File: src/rms_level_meter_db_assert.svh
// assertion macros for the rms level meter
// no dependencies; included by the top level
`ifndef RMS_LEVEL_METER_DB_ASSERT_SVH
`define RMS_LEVEL_METER_DB_ASSERT_SVH
`ifndef NO_ASSERTIONS
`define RLM_ASSERT(label, clk, rst, prop) \
  label: assert property (@(posedge clk) disable iff (rst) (prop)) \
    else $error("rlm assertion failed");
`define RLM_ASSERT_NEXT(label, clk, rst, ante, cons) \
  label: assert property (@(posedge clk) disable iff (rst) (ante) |=> (cons)) \
    else $error("rlm assertion failed");
`else
`define RLM_ASSERT(label, clk, rst, prop)
`define RLM_ASSERT_NEXT(label, clk, rst, ante, cons)
`endif
`endif

File: src/rlm_pkg.sv
// shared constants and types for the rms level meter
// no dependencies; used by every module of the block
package rlm_pkg;

  localparam int MAX_CHUNK   = 1024;
  localparam int FRAME_W     = 32;
  localparam int SHIFT_W     = 5;
  localparam int SAMPLE_W    = 16;
  localparam int SQUARE_W    = 31;
  localparam int COUNT_W     = $clog2(MAX_CHUNK + 1);
  localparam int SUM_W       = SQUARE_W + $clog2(MAX_CHUNK);
  localparam int CNT_W       = $clog2(SUM_W);
  localparam int MEAN_W      = 31;
  localparam int PROD_W      = 2 * MEAN_W;
  localparam int EXP_W       = 5;
  localparam int FRAC_W      = 24;
  localparam int L2_W        = EXP_W + FRAC_W;
  localparam int K_W         = 25;
  localparam int SCALE_SHIFT = 40;
  localparam int MAG_W       = 14;
  localparam int LEVEL_W     = 15;
  localparam int QUEUE_DEPTH = 4;

  localparam logic [SHIFT_W-1:0] SHIFT_RESET  = SHIFT_W'(14);
  localparam logic [EXP_W-1:0]   E_MAX        = EXP_W'(MEAN_W - 1);
  localparam logic [L2_W-1:0]    LOG_SPAN     = {E_MAX, {FRAC_W{1'b0}}};
  localparam logic [K_W-1:0]     K_Q16        = K_W'(19728302);
  localparam logic [MEAN_W-1:0]  MEAN_MAX     = MEAN_W'(1) << (MEAN_W - 1);
  localparam logic signed [LEVEL_W-1:0] SILENT_LEVEL = LEVEL_W'(-9600);

  typedef struct packed {
    logic [SAMPLE_W-1:0] sample;
    logic [SQUARE_W-1:0] square;
    logic                last;
  } q_entry_t;

  typedef struct packed {
    logic               start;
    logic [SUM_W-1:0]   dividend;
    logic [COUNT_W-1:0] divisor;
  } dl_req_t;

  typedef struct packed {
    logic                      busy;
    logic                      done;
    logic signed [LEVEL_W-1:0] level;
  } dl_rsp_t;

endpackage

File: src/rms_level_meter_db.sv
// top level of the rms level meter in hundredths of dbfs
// depends on rlm_pkg, rlm_front, rlm_queue, rlm_divlog, rlm_back, assertion header
//
// channel   dir  handshake          payload
// s_*       in   tvalid/tready      tdata: raw_frame[31:0]; tlast: chunk_last
// m_*       out  tvalid/tready      tdata: sample_out[15:0], level_centi_db[30:16];
//                                   tlast: level_valid; tuser: chunk_overflow
// cfg_*     in   cfg_valid/ready    cfg_data: sample_shift[4:0]
//
// one result transaction per input transaction, in order
// items that do not close a chunk stream at one per cycle while the output is not stalled
// a closing item holds the back end while the level unit divides, checks for a zero mean,
//   normalizes, runs 24 squarings and scales, and while the level is handed back and
//   emitted; a zero mean skips normalize, squaring and scale
// the queue lets the front keep taking items while the back end computes a level
// reset is synchronous on rst; shift returns to 14, level to -96.00 dB

`include "rms_level_meter_db_assert.svh"

module rms_level_meter_db (
  input  logic        clk,
  input  logic        rst,
  input  logic        s_tvalid,
  output logic        s_tready,
  input  logic [31:0] s_tdata,   // raw_frame[31:0]
  input  logic        s_tlast,
  output logic        m_tvalid,
  input  logic        m_tready,
  output logic [31:0] m_tdata,   // sample_out[15:0], level_centi_db[30:16], zero[31]
  output logic        m_tlast,
  output logic        m_tuser,   // chunk_overflow[0]
  input  logic        cfg_valid,
  output logic        cfg_ready,
  input  logic [4:0]  cfg_data
);
  import rlm_pkg::*;

  // front to queue
  logic     fq_valid;
  logic     fq_ready;
  q_entry_t fq_data;
  // queue to back end
  logic     qb_valid;
  logic     qb_ready;
  q_entry_t qb_data;
  // back end to level unit
  dl_req_t  dl_req;
  dl_rsp_t  dl_rsp;

  // shift, wrap and square one frame per cycle while the queue has room
  rlm_front u_front (
    .clk       (clk),
    .rst       (rst),
    .s_tvalid  (s_tvalid),
    .s_tready  (s_tready),
    .s_tdata   (s_tdata),
    .s_tlast   (s_tlast),
    .cfg_valid (cfg_valid),
    .cfg_ready (cfg_ready),
    .cfg_data  (cfg_data),
    .q_valid   (fq_valid),
    .q_ready   (fq_ready),
    .q_data    (fq_data)
  );

  // decouples the front from stalls in the back end
  rlm_queue u_queue (
    .clk       (clk),
    .rst       (rst),
    .in_valid  (fq_valid),
    .in_ready  (fq_ready),
    .in_data   (fq_data),
    .out_valid (qb_valid),
    .out_ready (qb_ready),
    .out_data  (qb_data)
  );

  // mean of squares and the log level, once per chunk
  rlm_divlog u_divlog (
    .clk (clk),
    .rst (rst),
    .req (dl_req),
    .rsp (dl_rsp)
  );

  // accumulation, level hold and output register
  rlm_back u_back (
    .clk      (clk),
    .rst      (rst),
    .q_valid  (qb_valid),
    .q_ready  (qb_ready),
    .q_data   (qb_data),
    .dl_req   (dl_req),
    .dl_rsp   (dl_rsp),
    .m_tvalid (m_tvalid),
    .m_tready (m_tready),
    .m_tdata  (m_tdata),
    .m_tlast  (m_tlast),
    .m_tuser  (m_tuser)
  );

  // reported level always lies between -96.00 dB and full scale
  `RLM_ASSERT(a_level_range, clk, rst,
    !m_tvalid || ($signed(m_tdata[30:16]) <= 0 && $signed(m_tdata[30:16]) >= -9600))
  // a chunk never closes while the previous level is still being computed
  `RLM_ASSERT(a_start_idle, clk, rst, !dl_req.start || !dl_rsp.busy)
  // a closing item always sets the level unit running
  `RLM_ASSERT_NEXT(a_start_taken, clk, rst, dl_req.start, dl_rsp.busy)

endmodule

File: src/rlm_front.sv
// front end: sample shift register, shift and wrap, square for the queue
// depends on rlm_pkg
module rlm_front (
  input  logic                          clk,
  input  logic                          rst,
  input  logic                          s_tvalid,
  output logic                          s_tready,
  input  logic [rlm_pkg::FRAME_W-1:0]   s_tdata,
  input  logic                          s_tlast,
  input  logic                          cfg_valid,
  output logic                          cfg_ready,
  input  logic [rlm_pkg::SHIFT_W-1:0]   cfg_data,
  output logic                          q_valid,
  input  logic                          q_ready,
  output rlm_pkg::q_entry_t             q_data
);
  import rlm_pkg::*;

  logic [SHIFT_W-1:0]         sample_shift;
  logic                       smp_valid;
  logic signed [SAMPLE_W-1:0] smp;
  logic                       smp_last;
  logic signed [FRAME_W-1:0]  shifted;
  logic signed [2*SAMPLE_W-1:0] sq_full;

  assign cfg_ready = 1'b1;
  assign s_tready  = !smp_valid || q_ready;
  assign shifted   = $signed(s_tdata) >>> sample_shift;
  assign sq_full   = (2*SAMPLE_W)'(smp) * (2*SAMPLE_W)'(smp);

  assign q_valid       = smp_valid;
  assign q_data.sample = smp;
  assign q_data.square = sq_full[SQUARE_W-1:0];
  assign q_data.last   = smp_last;

  always_ff @(posedge clk) begin
    if (rst) begin
      sample_shift <= SHIFT_RESET;
    end else if (cfg_valid) begin
      sample_shift <= cfg_data;
    end
  end

  always_ff @(posedge clk) begin
    if (rst) begin
      smp_valid <= 1'b0;
    end else if (s_tready) begin
      smp_valid <= s_tvalid;
    end
  end

  always_ff @(posedge clk) begin
    if (s_tvalid && s_tready) begin
      smp      <= shifted[SAMPLE_W-1:0];
      smp_last <= s_tlast;
    end
  end

endmodule

File: src/rlm_queue.sv
// short queue between front and back end
// depends on rlm_pkg
module rlm_queue (
  input  logic              clk,
  input  logic              rst,
  input  logic              in_valid,
  output logic              in_ready,
  input  rlm_pkg::q_entry_t in_data,
  output logic              out_valid,
  input  logic              out_ready,
  output rlm_pkg::q_entry_t out_data
);
  import rlm_pkg::*;

  localparam int PTR_W = $clog2(QUEUE_DEPTH);
  localparam int CNT_QW = $clog2(QUEUE_DEPTH + 1);

  q_entry_t          entries [QUEUE_DEPTH];
  logic [PTR_W-1:0]  wr_ptr;
  logic [PTR_W-1:0]  rd_ptr;
  logic [CNT_QW-1:0] fill;
  logic              push;
  logic              pop;

  assign in_ready  = fill != CNT_QW'(QUEUE_DEPTH);
  assign out_valid = fill != '0;
  assign out_data  = entries[rd_ptr];
  assign push      = in_valid && in_ready;
  assign pop       = out_valid && out_ready;

  always_ff @(posedge clk) begin
    if (rst) begin
      wr_ptr <= '0;
      rd_ptr <= '0;
      fill   <= '0;
    end else begin
      if (push) begin
        wr_ptr <= (wr_ptr == PTR_W'(QUEUE_DEPTH - 1)) ? '0 : wr_ptr + 1'b1;
      end
      if (pop) begin
        rd_ptr <= (rd_ptr == PTR_W'(QUEUE_DEPTH - 1)) ? '0 : rd_ptr + 1'b1;
      end
      if (push && !pop) begin
        fill <= fill + 1'b1;
      end else if (pop && !push) begin
        fill <= fill - 1'b1;
      end
    end
  end

  always_ff @(posedge clk) begin
    if (push) begin
      entries[wr_ptr] <= in_data;
    end
  end

endmodule

File: src/rlm_divlog.sv
// mean and level unit: restoring divide, normalize, squaring log2, scale
// depends on rlm_pkg
module rlm_divlog (
  input  logic             clk,
  input  logic             rst,
  input  rlm_pkg::dl_req_t req,
  output rlm_pkg::dl_rsp_t rsp
);
  import rlm_pkg::*;

  typedef enum logic [7:0] {
    ST_IDLE  = 8'b0000_0001,
    ST_DIV   = 8'b0000_0010,
    ST_CHECK = 8'b0000_0100,
    ST_NORM  = 8'b0000_1000,
    ST_SQMUL = 8'b0001_0000,
    ST_SQCHK = 8'b0010_0000,
    ST_SCMUL = 8'b0100_0000,
    ST_SCFIN = 8'b1000_0000
  } dl_state_t;

  dl_state_t                 state;
  logic [CNT_W-1:0]          cnt;
  logic [SUM_W-1:0]          quot;
  logic [COUNT_W-1:0]        rem;
  logic [COUNT_W-1:0]        divisor;
  logic [MEAN_W-1:0]         x;
  logic [EXP_W-1:0]          e;
  logic [FRAC_W-1:0]         frac;
  logic [PROD_W-1:0]         prod;
  logic                      done;
  logic signed [LEVEL_W-1:0] level;

  logic [COUNT_W:0]          rem_sh;
  logic                      q_bit;
  logic [MEAN_W:0]           sq_top;
  logic [L2_W-1:0]           a;
  logic [PROD_W:0]           rounded;
  logic [MAG_W-1:0]          mag;

  // one quotient bit a cycle
  assign rem_sh = {rem, quot[SUM_W-1]};
  assign q_bit  = rem_sh >= {1'b0, divisor};
  // square of q1.30, back to q2.30
  assign sq_top = prod[PROD_W-1:MEAN_W-1];
  assign a      = LOG_SPAN - {e, frac};
  assign rounded = {1'b0, prod} + ((PROD_W + 1)'(1) << (SCALE_SHIFT - 1));
  assign mag    = rounded[SCALE_SHIFT +: MAG_W];

  assign rsp.busy  = state != ST_IDLE;
  assign rsp.done  = done;
  assign rsp.level = level;

  always_ff @(posedge clk) begin
    if (rst) begin
      state <= ST_IDLE;
      done  <= 1'b0;
    end else begin
      done <= 1'b0;
      unique case (state)
        ST_IDLE: begin
          if (req.start) begin
            state <= ST_DIV;
          end
        end
        ST_DIV: begin
          if (cnt == '0) begin
            state <= ST_CHECK;
          end
        end
        ST_CHECK: begin
          if (quot == '0) begin
            state <= ST_IDLE;
            done  <= 1'b1;
          end else begin
            state <= ST_NORM;
          end
        end
        ST_NORM: begin
          if (x[MEAN_W-1]) begin
            state <= ST_SQMUL;
          end
        end
        ST_SQMUL: state <= ST_SQCHK;
        ST_SQCHK: begin
          state <= (cnt == '0) ? ST_SCMUL : ST_SQMUL;
        end
        ST_SCMUL: state <= ST_SCFIN;
        ST_SCFIN: begin
          state <= ST_IDLE;
          done  <= 1'b1;
        end
        default: state <= ST_IDLE;
      endcase
    end
  end

  always_ff @(posedge clk) begin
    case (state)
      ST_IDLE: begin
        quot    <= req.dividend;
        divisor <= req.divisor;
        rem     <= '0;
        cnt     <= CNT_W'(SUM_W - 1);
      end
      ST_DIV: begin
        rem  <= q_bit ? COUNT_W'(rem_sh - {1'b0, divisor}) : rem_sh[COUNT_W-1:0];
        quot <= {quot[SUM_W-2:0], q_bit};
        cnt  <= cnt - 1'b1;
      end
      ST_CHECK: begin
        level <= SILENT_LEVEL;
        x     <= (quot > SUM_W'(MEAN_MAX)) ? MEAN_MAX : quot[MEAN_W-1:0];
        e     <= E_MAX;
        frac  <= '0;
        cnt   <= CNT_W'(FRAC_W - 1);
      end
      ST_NORM: begin
        if (!x[MEAN_W-1]) begin
          x <= {x[MEAN_W-2:0], 1'b0};
          e <= e - 1'b1;
        end
      end
      ST_SQMUL: begin
        prod <= PROD_W'(x) * PROD_W'(x);
      end
      ST_SQCHK: begin
        x    <= sq_top[MEAN_W] ? sq_top[MEAN_W:1] : sq_top[MEAN_W-1:0];
        frac <= {frac[FRAC_W-2:0], sq_top[MEAN_W]};
        cnt  <= cnt - 1'b1;
      end
      ST_SCMUL: begin
        prod <= PROD_W'(a) * PROD_W'(K_Q16);
      end
      ST_SCFIN: begin
        level <= -$signed({1'b0, mag});
      end
      default: ;
    endcase
  end

endmodule

File: src/rlm_back.sv
// back end: chunk accumulation, level hold, output register
// depends on rlm_pkg; drives rlm_divlog through a request struct
module rlm_back (
  input  logic                        clk,
  input  logic                        rst,
  input  logic                        q_valid,
  output logic                        q_ready,
  input  rlm_pkg::q_entry_t           q_data,
  output rlm_pkg::dl_req_t            dl_req,
  input  rlm_pkg::dl_rsp_t            dl_rsp,
  output logic                        m_tvalid,
  input  logic                        m_tready,
  output logic [31:0]                 m_tdata,
  output logic                        m_tlast,
  output logic                        m_tuser
);
  import rlm_pkg::*;

  typedef enum logic [2:0] {
    ST_RUN  = 3'b001,
    ST_CALC = 3'b010,
    ST_EMIT = 3'b100
  } back_state_t;

  back_state_t               state;
  logic [SUM_W-1:0]          square_sum;
  logic [COUNT_W-1:0]        sample_count;
  logic                      overflow_seen;
  logic signed [LEVEL_W-1:0] held_level;
  logic [SAMPLE_W-1:0]       pend_sample;
  logic                      pend_ovf;

  logic                      out_valid;
  logic [SAMPLE_W-1:0]       out_sample;
  logic                      out_last;
  logic [LEVEL_W-1:0]        out_level;
  logic                      out_ovf;

  logic                      out_free;
  logic                      pop;
  logic                      full;
  logic [SUM_W-1:0]          sum_next;
  logic [COUNT_W-1:0]        count_next;
  logic                      ovf_next;
  logic                      emit;

  assign out_free   = !out_valid || m_tready;
  assign q_ready    = (state == ST_RUN) && out_free;
  assign pop        = q_valid && q_ready;
  assign full       = sample_count == COUNT_W'(MAX_CHUNK);
  assign sum_next   = full ? square_sum : square_sum + SUM_W'(q_data.square);
  assign count_next = full ? sample_count : sample_count + 1'b1;
  assign ovf_next   = overflow_seen || full;
  assign emit       = (state == ST_EMIT) && out_free;

  assign dl_req.start    = pop && q_data.last;
  assign dl_req.dividend = sum_next;
  assign dl_req.divisor  = count_next;

  assign m_tvalid = out_valid;
  assign m_tdata  = {1'b0, out_level, out_sample};
  assign m_tlast  = out_last;
  assign m_tuser  = out_ovf;

  always_ff @(posedge clk) begin
    if (rst) begin
      state         <= ST_RUN;
      square_sum    <= '0;
      sample_count  <= '0;
      overflow_seen <= 1'b0;
      held_level    <= SILENT_LEVEL;
      out_valid     <= 1'b0;
    end else begin
      if ((pop && !q_data.last) || emit) begin
        out_valid <= 1'b1;
      end else if (m_tready) begin
        out_valid <= 1'b0;
      end
      unique case (state)
        ST_RUN: begin
          if (pop) begin
            if (q_data.last) begin
              square_sum    <= '0;
              sample_count  <= '0;
              overflow_seen <= 1'b0;
              state         <= ST_CALC;
            end else begin
              square_sum    <= sum_next;
              sample_count  <= count_next;
              overflow_seen <= ovf_next;
            end
          end
        end
        ST_CALC: begin
          if (dl_rsp.done) begin
            held_level <= dl_rsp.level;
            state      <= ST_EMIT;
          end
        end
        ST_EMIT: begin
          if (out_free) begin
            state <= ST_RUN;
          end
        end
        default: state <= ST_RUN;
      endcase
    end
  end

  always_ff @(posedge clk) begin
    if (pop && q_data.last) begin
      pend_sample <= q_data.sample;
      pend_ovf    <= ovf_next;
    end
    if (pop && !q_data.last) begin
      out_sample <= q_data.sample;
      out_last   <= 1'b0;
      out_level  <= held_level;
      out_ovf    <= ovf_next;
    end else if (emit) begin
      out_sample <= pend_sample;
      out_last   <= 1'b1;
      out_level  <= held_level;
      out_ovf    <= pend_ovf;
    end
  end

endmodule
File: config.mk
export PLATFORM = sky130hd
export DESIGN_NAME = rms_level_meter_db
export DESIGN_NICKNAME = d
export VERILOG_FILES = /design/src/rlm_pkg.sv /design/src/rms_level_meter_db.sv /design/src/rlm_front.sv /design/src/rlm_queue.sv /design/src/rlm_divlog.sv /design/src/rlm_back.sv
export VERILOG_INCLUDE_DIRS = /design/src /design/src/src
export SDC_FILE = /design/constraint.sdc
export NUM_CORES = 2
export LEC_CHECK = 0
export ABC_AREA = 0
export BUFFER_PORTS_ARGS = -buffer_cell sky130_fd_sc_hd__buf_4
export CORE_MARGIN = 2
export CORE_UTILIZATION = 40
export CTS_BUF_LIST = sky130_fd_sc_hd__clkbuf_4 sky130_fd_sc_hd__clkbuf_8
export DETAILED_ROUTE_END_ITERATION = 16
export PLACE_DENSITY_LB_ADDON = 0.2
export SYNTH_ARGS = -nofsm -noshare
export SYNTH_HDL_FRONTEND = slang
export SYNTH_HIERARCHICAL = 1
export SYNTH_SLANG_ARGS = --single-unit
export TNS_END_PERCENT = 100
File: constraint.sdc
create_clock -name clk -period 25.3 [get_ports clk]
set_input_delay 6.325 -clock clk [delete_from_list [all_inputs] [get_ports clk]]
set_output_delay 6.325 -clock clk [all_outputs]
set_load 0.01 [all_outputs]
==> impl_summary.md <==
Run status
The flow ran to the end, and the final reports show no timing, DRC or antenna violations.

Global routing
The maximum number of pins on one net before global-route repair is 63. The number of global-route vias before repair is 53,900. The initial antenna violation count is 2.

Global routing finished with a remaining overflow of 0. The first global-routing pass estimated 307,000 um of wire. The overall track demand over capacity in global routing is 21.2%.

Hold path
The tightest min-delay check is of the reg2reg type. The worst hold path stage count is 0. The startpoint identified for the worst hold timing path is u_back/held_level[6]$_SDFFE_PP0P_.

Pwr
The analysis attributes to net switching a power of 0.00559 W. The internal power contribution is 0.00603 W. The final total power is 0.0116 W. The portion of total power attributed to combinational logic is 71.2%.

The part of the power in the clock network is 7.0%. The portion of total power attributed to sequential cells is 21.8%. The cell leakage power is 37.4 nW. The power density of the placed cells is 149 nW/um^2. The switching share of total power is 48.1%. Across the VDD grid, the largest voltage drop is 497 uV.

Finish
The number of nets in the finished design is 9,149. The top cell types in the final layout, fill and taps aside, are sky130_fd_sc_hd__inv_1 (1,681), sky130_fd_sc_hd__fa_1 (1,229), sky130_fd_sc_hd__nand2_1 (739), sky130_fd_sc_hd__ha_1 (679), sky130_fd_sc_hd__edfxtp_1 (434). The signed area change from the synthesized netlist to the final layout is 6.92%.

Counting the fill cells in the layout gives 17,500. Leaving out fill and tap cells, the most frequent cell in the layout is sky130_fd_sc_hd__inv_1. The final instance count without filler cells is 9,643. The share of layout cells above drive strength 1 is 6.82%.

Setup path
The setup check on the worst reg-to-reg path leaves a slack of 15.76 ns. The worst register-to-register path has a depth of 30. The endpoint of the worst register-to-register path is u_divlog/prod[52]$_DFFE_PP_.

The delay of the slowest critical-path stage is 0.77 ns. The largest fanout of any net on the critical path is 12. The startpoint identified for the worst register-to-register timing path is u_divlog/frac[0]$_SDFFCE_PN0P_.

The end point of the critical path is u_divlog/prod[52]$_DFFE_PP_. The worst path required time is 25.74 ns. The category of the worst setup path launch point is a flip-flop.

The slowest stage of the critical path belongs to the cell sky130_fd_sc_hd__xnor2_1. The beginning of the critical path is u_divlog/frac[0]$_SDFFCE_PN0P_. The worst setup path category is reg2reg. The cell type with the highest occurrence count on the critical path is sky130_fd_sc_hd__inv_1. The worst setup path is captured at a flip-flop.

Data on the critical path arrives at its endpoint at 9.98 ns.

Clocking
The number of gates resized after CTS was 0. The clock latency reported for the late side of the worst-skew pair is 0.74 ns. After clock tree synthesis, the setup repair step added 0 buffers. The clock tree from TritonCTS is built.

Counting every sink on the clock net gives 531. The H-tree was split into 3 levels. In this run the clock root is driven by a sky130_fd_sc_hd__clkbuf_8. The clock buffer count from CTS is 87. After clock tree synthesis, the clock-pin slew on the worst setup and hold paths is 0.06 ns. In this run the deepest clock path goes through 3 buffers. Buffers inserted to repair hold after CTS numbered 0.

Floorplan
The vertical extent of the die is 431 um. The die is 431 um wide. The core region is 181,000 sq um. The initial core utilization is 40.3%. The cell row count is 156. The total die area is 186,000 sq um. Pin placement for this block handled 80 I/O pins.

Routing
The detail route stage leaves a number of antenna-violating nets equal to 0. The routed layout has 49,200 vias. The routed wirelength normalized by instance count is 19.8 um. The first detailed-routing pass ran for 6 iterations. After the first detailed-routing iteration, the DRC count stood at 2,946. In the routed design, unresolved DRC markers number 0. In the routed layout, each cell is associated on average with a via count of 5.10. After detailed routing, the total wire length is 190,000 um.

Synthesis
Counting distinct cell types in the post-synthesis netlist gives 107. The synthesized netlist occupies a cell area of 73,100 sq um. The count of flip-flops with a built-in enable after synthesis is 434. Sorting the synthesized cells by area gives the leading types as sky130_fd_sc_hd__fa_1 (34%), sky130_fd_sc_hd__edfxtp_1 (18%), sky130_fd_sc_hd__ha_1 (12%). The fraction of post-synthesis cell area in the top cell type by area is 33.7%. In the synthesized netlist, the number of instances is 7,202. The average instance in the mapped netlist occupies 10.1 sq um.

Of all flip-flops after synthesis, the portion carrying an async set or reset was 0%. Among all flip-flop cells after synthesis, the most frequent one is sky130_fd_sc_hd__edfxtp_1. For this run, the number of Yosys warnings is 6. The synthesis-stage register bit count is 531. The share of the Yosys chip area taken by registers is 20.5%.

The post-synth net total is 9,153. Summed over all instances, the cell type with the most area after synthesis is sky130_fd_sc_hd__fa_1.

STA
The period utilization is 37.7%. Counting I/O delays and the setup requirement, the final critical path takes 9.54 ns. The aggregate negative setup slack is 0 ns. Setup repair after global routing left no endpoint under its margin.

Setup violations remaining at the end of the flow were counted as 0. The worst slew margin relative to its limit is 13.0%. The maximum achievable frequency is 105 MHz.

The number of max-slew violations in the final report came to 0. The actual slew at the worst max-slew pin is 1.30 ns. The hold violation total from the final report is 0. Clock skew on the completed layout was measured at 0.0383 ns.

Placement
The count of port buffers added during placement is 77. The number of placed instances with taps included is 9,479. The congestion estimate from routability-driven global placement came to 0.908. The detailed placement HPWL is 150,000 um.

Run
Max-cap violations in this run came to 0.
routing by layer:
| metal | global-route usage, % | routed length [um] |
|---|---|---|
| met1 | 28.4 | 84300 |
| met5 | 0 | 0 |
| met4 | 4.87 | 4660 |
| met3 | 2.81 | 8290 |
| met2 | 36.3 | 93200 |
layout make-up:
class	instances	area (sq um)	area share, %
multi-input combinational	4730	50800	65.0
sequential	531	15000	19.2
inverter	1690	6340	8.12
tap	2370	2970	3.79
clock buffer	130	1580	2.02
timing repair buffer	158	1190	1.52
clock inverter	32	287	0.367
antenna	2	5.00	0.00640
worst min path at each step:
stage / end
after global placement: u_back/out_level[9]$_DFFE_PP_
after global routing: u_back/out_level[6]$_DFFE_PP_
after detailed placement: u_back/out_level[0]$_DFFE_PP_
final: u_back/out_level[6]$_DFFE_PP_
after CTS: u_back/out_level[6]$_DFFE_PP_
after floorplan: u_back/out_level[0]$_DFFE_PP_
flip-flops by register name, indices dropped and copies added (netlist names), 6 cells and up, named ones only:
name	cells
u_queue/entries	192
u_back/square_sum	41
u_divlog/quot	41
u_divlog/prod	32
u_divlog/x	31
u_divlog/frac	24
u_back/out_sample	16
u_back/pend_sample	16
u_front/smp	16
u_back/held_level	15
u_back/out_level	15
u_divlog/level	15
u_back/sample_count	11
u_divlog/divisor	11
u_divlog/rem	11
u_divlog/state	8
u_divlog/cnt	6
power by group through the flow:
stage / combinational, W / clock [W] / sequential [W]
after detailed placement: 0.00828 / 0 / 0.00255
after CTS: 0.00836 / 0.000841 / 0.00253
after global routing: 0.00950 / 0.000874 / 0.00255
after global placement: 0.00815 / 0 / 0.00254
final: 0.00827 / 0.000814 / 0.00253
after floorplan: 0.00629 / 0 / 0.00247
Yosys cell counts (all sizes together) (22+ instances only):
| cell type | number |
|---|---|
| buf | 39 |
| nor3 | 57 |
| clkbuf | 212 |
| xnor2 | 140 |
| edfxtp | 434 |
| mux2i | 75 |
| nand4 | 47 |
| o211ai | 25 |
| fa | 1229 |
| nor2 | 297 |
| mux2 | 44 |
| nand2 | 740 |
| nand2b | 34 |
| nand3 | 72 |
| a211oi | 22 |
| nor4 | 31 |
| o21ai | 148 |
| a22oi | 23 |
| a31oi | 33 |
| nor2b | 32 |
| mux4 | 73 |
| o21bai | 23 |
| and3 | 31 |
| inv | 1686 |
| dfxtp | 97 |
| and2 | 247 |
| a21oi | 205 |
| ha | 679 |
| a21o | 73 |
| xor2 | 85 |
cell families (layout without fill, tap and decap cells):
kind of cell    after synthesis  count (layout)  share of synthesized area, %
xor+xnor                    225             225                          2.73
buf+inv                    1941            2010                          10.1
flops                       531             531                          20.5
simple gates               1682            1682                          10.9
fa+ha+maj                  1908            1908                          45.3
other cells                   3               5                        0.0154
compound gates              720             720                          6.51
mux                         192             192                          3.98
worst max-delay path: cells and delay by family (launching register included):
family | cells | cell delay (ns)
XOR/XNOR | 2 | 0.92
flip-flops | 1 | 0.64
buffers and inverters | 7 | 0.65
multiplexers | 1 | 0.08
AND/OR/NAND/NOR | 6 | 1.70
AO/OA/AOI/OAI | 5 | 1.36
adder cells (fa/ha/maj) | 9 | 3.89
per-stage QoR:
step	utilization [%]	hold WS [ns]	setup slack [ns]	instance area, sq um
floorplan	-	0.408	16.63	73100
global placement	42.1	0.416	15.96	76300
detailed placement	42.1	0.416	15.81	76300
CTS	43.1	0.405	15.77	78100
global route	43.1	0.413	15.07	78100
finish	43.1	0.416	15.76	78100
No activity file was read; power rests on OpenSTA's default activity.
